===== src/rtl/core/sqe_pkg.sv =====
package sqe_pkg;

    // Field widths of the stream payload.
    localparam int OP_W  = 3;
    localparam int ERR_W = 2;
    localparam int OUT_W = 32;

    // Operation codes carried by an input request.
    localparam logic [OP_W-1:0] OP_PUSH = 3'd0;
    localparam logic [OP_W-1:0] OP_DUMP = 3'd1;
    localparam logic [OP_W-1:0] OP_PEEK = 3'd2;
    localparam logic [OP_W-1:0] OP_POP  = 3'd3;
    localparam logic [OP_W-1:0] OP_SWAP = 3'd4;

    // Error codes returned with each result.
    localparam logic [ERR_W-1:0] ERR_OK    = 2'd0;
    localparam logic [ERR_W-1:0] ERR_EMPTY = 2'd1;
    localparam logic [ERR_W-1:0] ERR_SHORT = 2'd2;
    localparam logic [ERR_W-1:0] ERR_FULL  = 2'd3;

    // Command broadcast to every cell of the chain.
    localparam int CMD_W = 3;
    typedef logic [CMD_W-1:0] cell_cmd_t;

    localparam cell_cmd_t CELL_HOLD       = 3'd0;
    localparam cell_cmd_t CELL_SHIFT_DOWN = 3'd1;
    localparam cell_cmd_t CELL_SHIFT_UP   = 3'd2;
    localparam cell_cmd_t CELL_LOAD_AT    = 3'd3;
    localparam cell_cmd_t CELL_SWAP       = 3'd4;
    localparam cell_cmd_t CELL_ROTATE     = 3'd5;

endpackage


===== src/rtl/core/sqe_cell.sv =====
module sqe_cell #(
    parameter int DATA_WIDTH = 32,
    parameter int IDX_W      = 6,
    parameter int IDX        = 0
) (
    input  logic                  clk,
    input  sqe_pkg::cell_cmd_t    cmd,
    input  logic [IDX_W-1:0]      pos,
    input  logic [DATA_WIDTH-1:0] prev_data,
    input  logic [DATA_WIDTH-1:0] next_data,
    input  logic [DATA_WIDTH-1:0] head_data,
    input  logic [DATA_WIDTH-1:0] push_data,
    output logic [DATA_WIDTH-1:0] data
);
    import sqe_pkg::*;

    localparam logic [IDX_W-1:0] MY_IDX = IDX_W'(IDX);

    logic [DATA_WIDTH-1:0] data_reg;
    logic [DATA_WIDTH-1:0] data_next;

    // Select what this cell holds after the edge. Position 0 is the top.
    always_comb
    begin
        data_next = data_reg;
        case (cmd)
            CELL_SHIFT_DOWN:
            begin
                data_next = prev_data;
            end
            CELL_SHIFT_UP:
            begin
                data_next = next_data;
            end
            CELL_LOAD_AT:
            begin
                if (pos == MY_IDX)
                begin
                    data_next = push_data;
                end
            end
            CELL_SWAP:
            begin
                if (IDX == 0)
                begin
                    data_next = next_data;
                end
                else if (IDX == 1)
                begin
                    data_next = prev_data;
                end
            end
            CELL_ROTATE:
            begin
                // The occupied cells turn by one: the top goes to the bottom entry.
                if (pos == MY_IDX)
                begin
                    data_next = head_data;
                end
                else if (MY_IDX < pos)
                begin
                    data_next = next_data;
                end
            end
            default:
            begin
                data_next = data_reg;
            end
        endcase
    end

    always_ff @(posedge clk)
    begin
        data_reg <= data_next;
    end

    assign data = data_reg;

endmodule


===== config.mk =====
export PLATFORM = sky130hd
export DESIGN_NAME = sqe_cell
export DESIGN_NICKNAME = d
export VERILOG_FILES = /design/src/rtl/core/sqe_pkg.sv /design/src/rtl/core/sqe_cell.sv
export SDC_FILE = /design/constraint.sdc
export NUM_CORES = 1
export LEC_CHECK = 0
export ABC_AREA = 1
export BUFFER_PORTS_ARGS = -buffer_cell sky130_fd_sc_hd__buf_2
export CORE_ASPECT_RATIO = 0.9
export CORE_UTILIZATION = 40
export CTS_CLUSTER_DIAMETER = 120
export DETAILED_ROUTE_END_ITERATION = 10
export PLACE_DENSITY = 0.78
export SETUP_SLACK_MARGIN = 0.05
export SLEW_MARGIN = 15
export SYNTH_ARGS = -nofsm -noshare
export SYNTH_HDL_FRONTEND = slang
export SYNTH_SLANG_ARGS = --single-unit

===== constraint.sdc =====
create_clock -name clk -period 2.5 [get_ports clk]
set_input_delay 0.75 -clock clk [delete_from_list [all_inputs] [get_ports clk]]
set_output_delay 0.75 -clock clk [all_outputs]
set_load 0.01 [all_outputs]

==> results of run 1 <==
==> placed cells by master (no fill, tap or decap), types with 2 or more instances in the layout <==
cell,synthesis,final
nand4_1,32,32
edfxtp_1,32,32
clkbuf_8,0,5
o21ai_1,20,20
inv_2,2,2
inv_1,96,96
nor2_1,96,96
nand3_1,32,32
nor2_2,3,3
nand2_1,38,36
nand2_2,1,3
buf_4,0,10
buf_2,17,169
a21oi_1,32,32
o21ai_0,12,12
==> final timing paths <==
kind	from	end	slack, ns	cells after the start
min	prev_data[24]	data[24]$_DFFE_PP_	0.79	3
max	cmd[0]	data[15]$_DFFE_PP_	0.63	5
==> synth_stat cells <==
master,instances,area (µm²)
inv_1,96,360
nor2_1,96,360
nand2_1,38,143
a21oi_1,32,160
edfxtp_1,32,961
nand3_1,32,160
nand4_1,32,200
o21ai_1,20,100
buf_2,17,85.1
o21ai_0,12,60.1
buf_6,9,101
nor2_2,3,18.8
clkbuf_2,2,10.0
inv_2,2,7.51
nand2_2,1,6.26
nand3_2,1,10.0
nand3_4,1,17.5
nor2_8,1,20.0
==> where the power goes <==
group	internal (W)	switching, W	leakage [nW]
clock network	0.000189	0.000184	0.0410
registers	0.000682	0.0000213	0.309
logic	0.000206	0.000286	1.73
total	0.00108	0.000491	2.08
==> final cells by class <==
cell class / count / area (µm²)
fillers: 673 / 2960
clock inverters: 1 / 5.00
clock buffers: 6 / 72.6
well taps: 90 / 113
repair buffers: 179 / 921
flip-flops and latches: 32 / 961
multi-input cells: 269 / 1260
inverters: 98 / 368
==> layer usage <==
| layer | vias up | share of wire (%) | global-route usage [%] |
|---|---|---|---|
| met5 | - | 0 | 0 |
| met3 | 15 | 8.5 | 5.90 |
| met1 | 1485 | 40 | 27.6 |
| met4 | 0 | 1.6 | 10.5 |
| met2 | 179 | 50 | 45.5 |
| li1 | 1668 | - | - |
==> per-stage QoR <==
stage	instances	utilization (%)	area, µm²	setup WS (ns)
global route	675	55.6	3700	0.527
global placement	668	54.4	3620	0.397
finish	675	55.6	3700	0.634
CTS	675	55.6	3700	0.641
floorplan	427	-	2780	0.330
detailed placement	668	54.4	3620	0.348
==> cells by family (layout without fill, tap and decap cells) <==
kind of cell | count (synthesis) | count (layout) | synth area share [%]
flops | 32 | 32 | 34.5
simple gates | 205 | 205 | 33.6
compound gates | 64 | 64 | 11.5
buf+inv | 126 | 284 | 20.3
==> results.yml, run 1 <==
floorplanning:
  die_x_um: 89.9
  io_pins: 170
  coreArea_um2: 6660
  rows: 28
  die-area_um2: 7290
  start_util_pct: 41.8
  die_y_um: 81.1
clock_network:
  cts_max_level: 2
  cts.sinks: 32
  cts_tree: "built"
  cts.repair.resized: 0
  cts_root_buf: "clkbuf_8"
  cts.clk_slew.worst_paths_ns: 0.07
  cts-hold-fix-buffers: 0
  clockBufferDepth: 2
  post_cts_buffers: 0
  cts_buffers: 5
cells_and_area:
  diodes: 0
  area_growth_pct: 33.1
  largest_reg_flops: 32
  final_net_count: 723
  drive_gt1_share_pct: 33.5
hold_path:
  min_path_type: "input pin to register"
synth:
  syn-instance-count: 427
  post_synth.cell_area_avg_um2: 6.51
  yosysWarnings: 0
  synth_seq_area_share_pct: 34.5
  postSynthNetCount: 565
  yosys_register_bits: 32
  synth_cell_types: 18
  synth_area_um2: 2780
grt:
  grt_overflow: 0
  grt_pass1_vias: 3324
  grt_max_degree: 37
  track_usage_pct: 24.6
  grt_pass1_wl_um: 14400
  antenna_found_initial: 0
sta:
  worst_pin_slew_ns: 0.480
  rsz0062_at_grt: "false"
  fin_setup_tns_ns: 0
  period_needed_ns: 1.87
  slew_viol_final: 0
  finalSetupViolCount: 0
  fin_crit_sh_pct: 74.6
  slew_headroom_pct: 68.0
  fmax_mhz: 536
  whs_ns: 0.793
  finalHoldViolCount: 0
pwr:
  leakage_nw: 2.08
  ir_drop_v: 0.000203
  power.density_nw_per_um2: 424
  power_w: 0.00157
routing:
  drtIter0Drc: 179
  vias_per_cell: 4.96
  routedWlPerCell_um: 13.1
  ant_nets: 0
  drtPass1Iterations: 5
  post-route-drc-count: 0
  via_count: 3347
  postRouteWirelength_um: 8870
critical_path:
  path_class: "input pin to register"
  cp_cell_sequence: "buf_2 -> nand2_2 -> nor2_8 -> nand3_1 -> a21oi_1"
  critPathMaxFanout: 32
  crit_buf_inv: 1
  path_delay_family: "simple AND/OR/NAND/NOR gates"
  cpPeakStageDelay_ns: 0.40
  crit_path_start_kind: "input pin"
  arrival_ns: 1.98
  slowest_stage: "nor2_8"
  crit_path_end_kind: "register"
  cp_data_required_time_ns: 2.61
place:
  detailed_place_hpwl_um: 6380
  globalplace.congestion: 0.825
  port_buffers: 169
run:
  max_cap_viol_count: 0
outcome:
  status: "finished, final reports clean"
No activity file was read; power rests on OpenSTA's default activity.
==> run 2: changes to the inputs <==
ABC_AREA = 0   (was 1)
PLACE_DENSITY = 0.77   (was 0.78)
clock period = 1.6 ns   (was 2.5 ns; I/O delays follow)
==> results.yml, run 2 <==
routing:
  vias_per_cell: 5.83
  via_count: 3323
  post-route-drc-count: 0
  drtPass1Iterations: 7
  ant_nets: 0
  routedWlPerCell_um: 17.4
  drtIter0Drc: 224
  postRouteWirelength_um: 9910
floorplanning:
  coreArea_um2: 6760
  rows: 28
  start_util_pct: 42.5
  die_x_um: 91.4
  die-area_um2: 7540
  die_y_um: 82.5
  io_pins: 170
clock_network:
  cts_max_level: 2
  post_cts_buffers: 0
  cts.clk_slew.worst_paths_ns: 0.06
  cts.sinks: 32
  cts_root_buf: "clkbuf_8"
  cts.repair.resized: 1
  cts-hold-fix-buffers: 0
  clockBufferDepth: 2
  cts_buffers: 5
  cts_tree: "built"
cells_and_area:
  drive_gt1_share_pct: 57.9
  fillCellCount: 606
  final_net_count: 617
  seq_area_um2: 961
  area_growth_pct: 43.2
  final_common_cell: "buf_2"
  fin_util_pct: 60.9
  final_cell_mix: "buf_2 (167), nor2_1 (34), inv_1 (33)"
  diodes: 0
  largest_reg_flops: 32
  multiInputGateArea_um2: 1620
synth:
  ys_async_sr_fraction_pct: 0
  synth_common_cells: "nor2_1 (35), inv_1 (33)"
  synth_cell_types: 23
  synth_top_area_share_pct: 33.4
  synth_edf_count: 32
  synth_seq_area_share_pct: 33.4
  syn-instance-count: 310
  synth-main-ff-cell: "edfxtp_1"
  postSynthNetCount: 448
  yosys.area.top_type: "edfxtp_1"
  synth_area_um2: 2880
  yosys_register_bits: 32
  yosysWarnings: 0
  post_synth.cell_area_avg_um2: 9.28
  yosysMostFrequentCell: "nor2_1"
  yosys-top-cells-area: "edfxtp_1 (33%), o211ai_2 (13%), o221a_2 (12%)"
grt:
  grt_overflow: 0
  antenna_found_initial: 0
  grt_max_degree: 46
  grt_pass1_vias: 3303
  grt_pass1_wl_um: 15300
  track_usage_pct: 26.1
critical_path:
  path_class: "input pin to register"
  slowest_stage: "or4_4"
  cp_data_required_time_ns: 1.59
  crit_path_start_kind: "input pin"
  crit_path_end_kind: "register"
  cpPeakStageDelay_ns: 0.56
  critPathMaxFanout: 11
  cp_cell_sequence: "buf_6 -> or4_4 -> o21ai_2 -> a31o_4 -> buf_12"
  arrival_ns: 1.65
pwr:
  leakage_nw: 1.86
  ir_drop_v: 0.000363
  power.density_nw_per_um2: 638
  power_w: 0.00263
sta:
  fin_crit_sh_pct: 103
  rsz0062_at_grt: "true"
  slew_viol_final: 0
  setup_ws_ns: -0.0545
  slew_headroom_pct: 78.7
  worst_pin_slew_ns: 0.319
  fin_setup_tns_ns: -2.23
  whs_ns: 0.560
  finalSetupViolCount: 63
  period_needed_ns: 1.65
  fmax_mhz: 604
  finalHoldViolCount: 0
place:
  port_buffers: 169
  globalplace.congestion: 0.809
  detailed_place_hpwl_um: 7640
hold_path:
  min_path_cells: 3
  min_path_type: "input pin to register"
outcome:
  violations: "negative setup slack"
  status: "finished, violations left"
run:
  max_cap_viol_count: 0
run 2: cell types whose count changed in the layout (fill, tap and decap cells not counted), sizes merged, moves of 31 or more:
| cell | change |
|---|---|
| inv | -65 |
| nor2 | -65 |
| nand2 | -38 |
| nand3 | -34 |
| a21boi | +32 |
| a21oi | -32 |
| a31oi | +32 |
| o211ai | +32 |
| o221a | +32 |
| o21ai | -31 |
run 2: final cells by class:
class / instances / area share, %
multi-input cells: 203 / 39.3
repair buffers: 204 / 29.6
flip-flops and latches: 32 / 23.3
inverters: 33 / 3.01
well taps: 90 / 2.73
clock buffers: 7 / 1.85
clock inverters: 1 / 0.0911
run 2: through the flow:
step / instance area (µm²) / instances / setup WS [ns]
after CTS: 4110 / 570 / -0.0528
after floorplan: 2900 / 310 / -0.363
after detailed placement: 4030 / 562 / -0.360
final: 4120 / 570 / -0.0545
after global placement: 4030 / 562 / -0.361
after global routing: 4120 / 570 / -0.101
run 2: worst paths after layout:
check	end	start	slack [ns]
worst max-delay path	data[16]$_DFFE_PP_	pos[0]	-0.05
worst min-delay path	data[1]$_DFFE_PP_	prev_data[1]	0.56
run 2: report_power, final:
group / leakage (nW) / switching, W / internal (W)
sequential: 0.310 / 0.0000370 / 0.00107
clock: 0.0399 / 0.000281 / 0.000302
combinational: 1.51 / 0.000489 / 0.000449
run 2: cells by family after synthesis:
| family | Yosys count | synth area share, % |
|---|---|---|
| AO/OA/AOI/OAI | 130 | 41.9 |
| AND/OR/NAND/NOR | 72 | 12.9 |
| buffers and inverters | 75 | 11.5 |
| XOR/XNOR | 1 | 0.305 |
| flip-flops | 32 | 33.4 |
run 2: worst max-delay path: cells and delay by family:
kind            cells  cell delay (ns)
compound gates      2             0.37
buf+inv             2             0.24
simple gates        1             0.56
run 2: layer usage:
metal | part of all wire, % | GRT usage [%] | vias to the layer above
li1 | - | - | 1561
met1 | 39 | 30.1 | 1556
met5 | 0 | 0 | -
met3 | 8.0 | 4.58 | 20
met4 | 1.8 | 10.6 | 0
met2 | 51 | 48.4 | 186
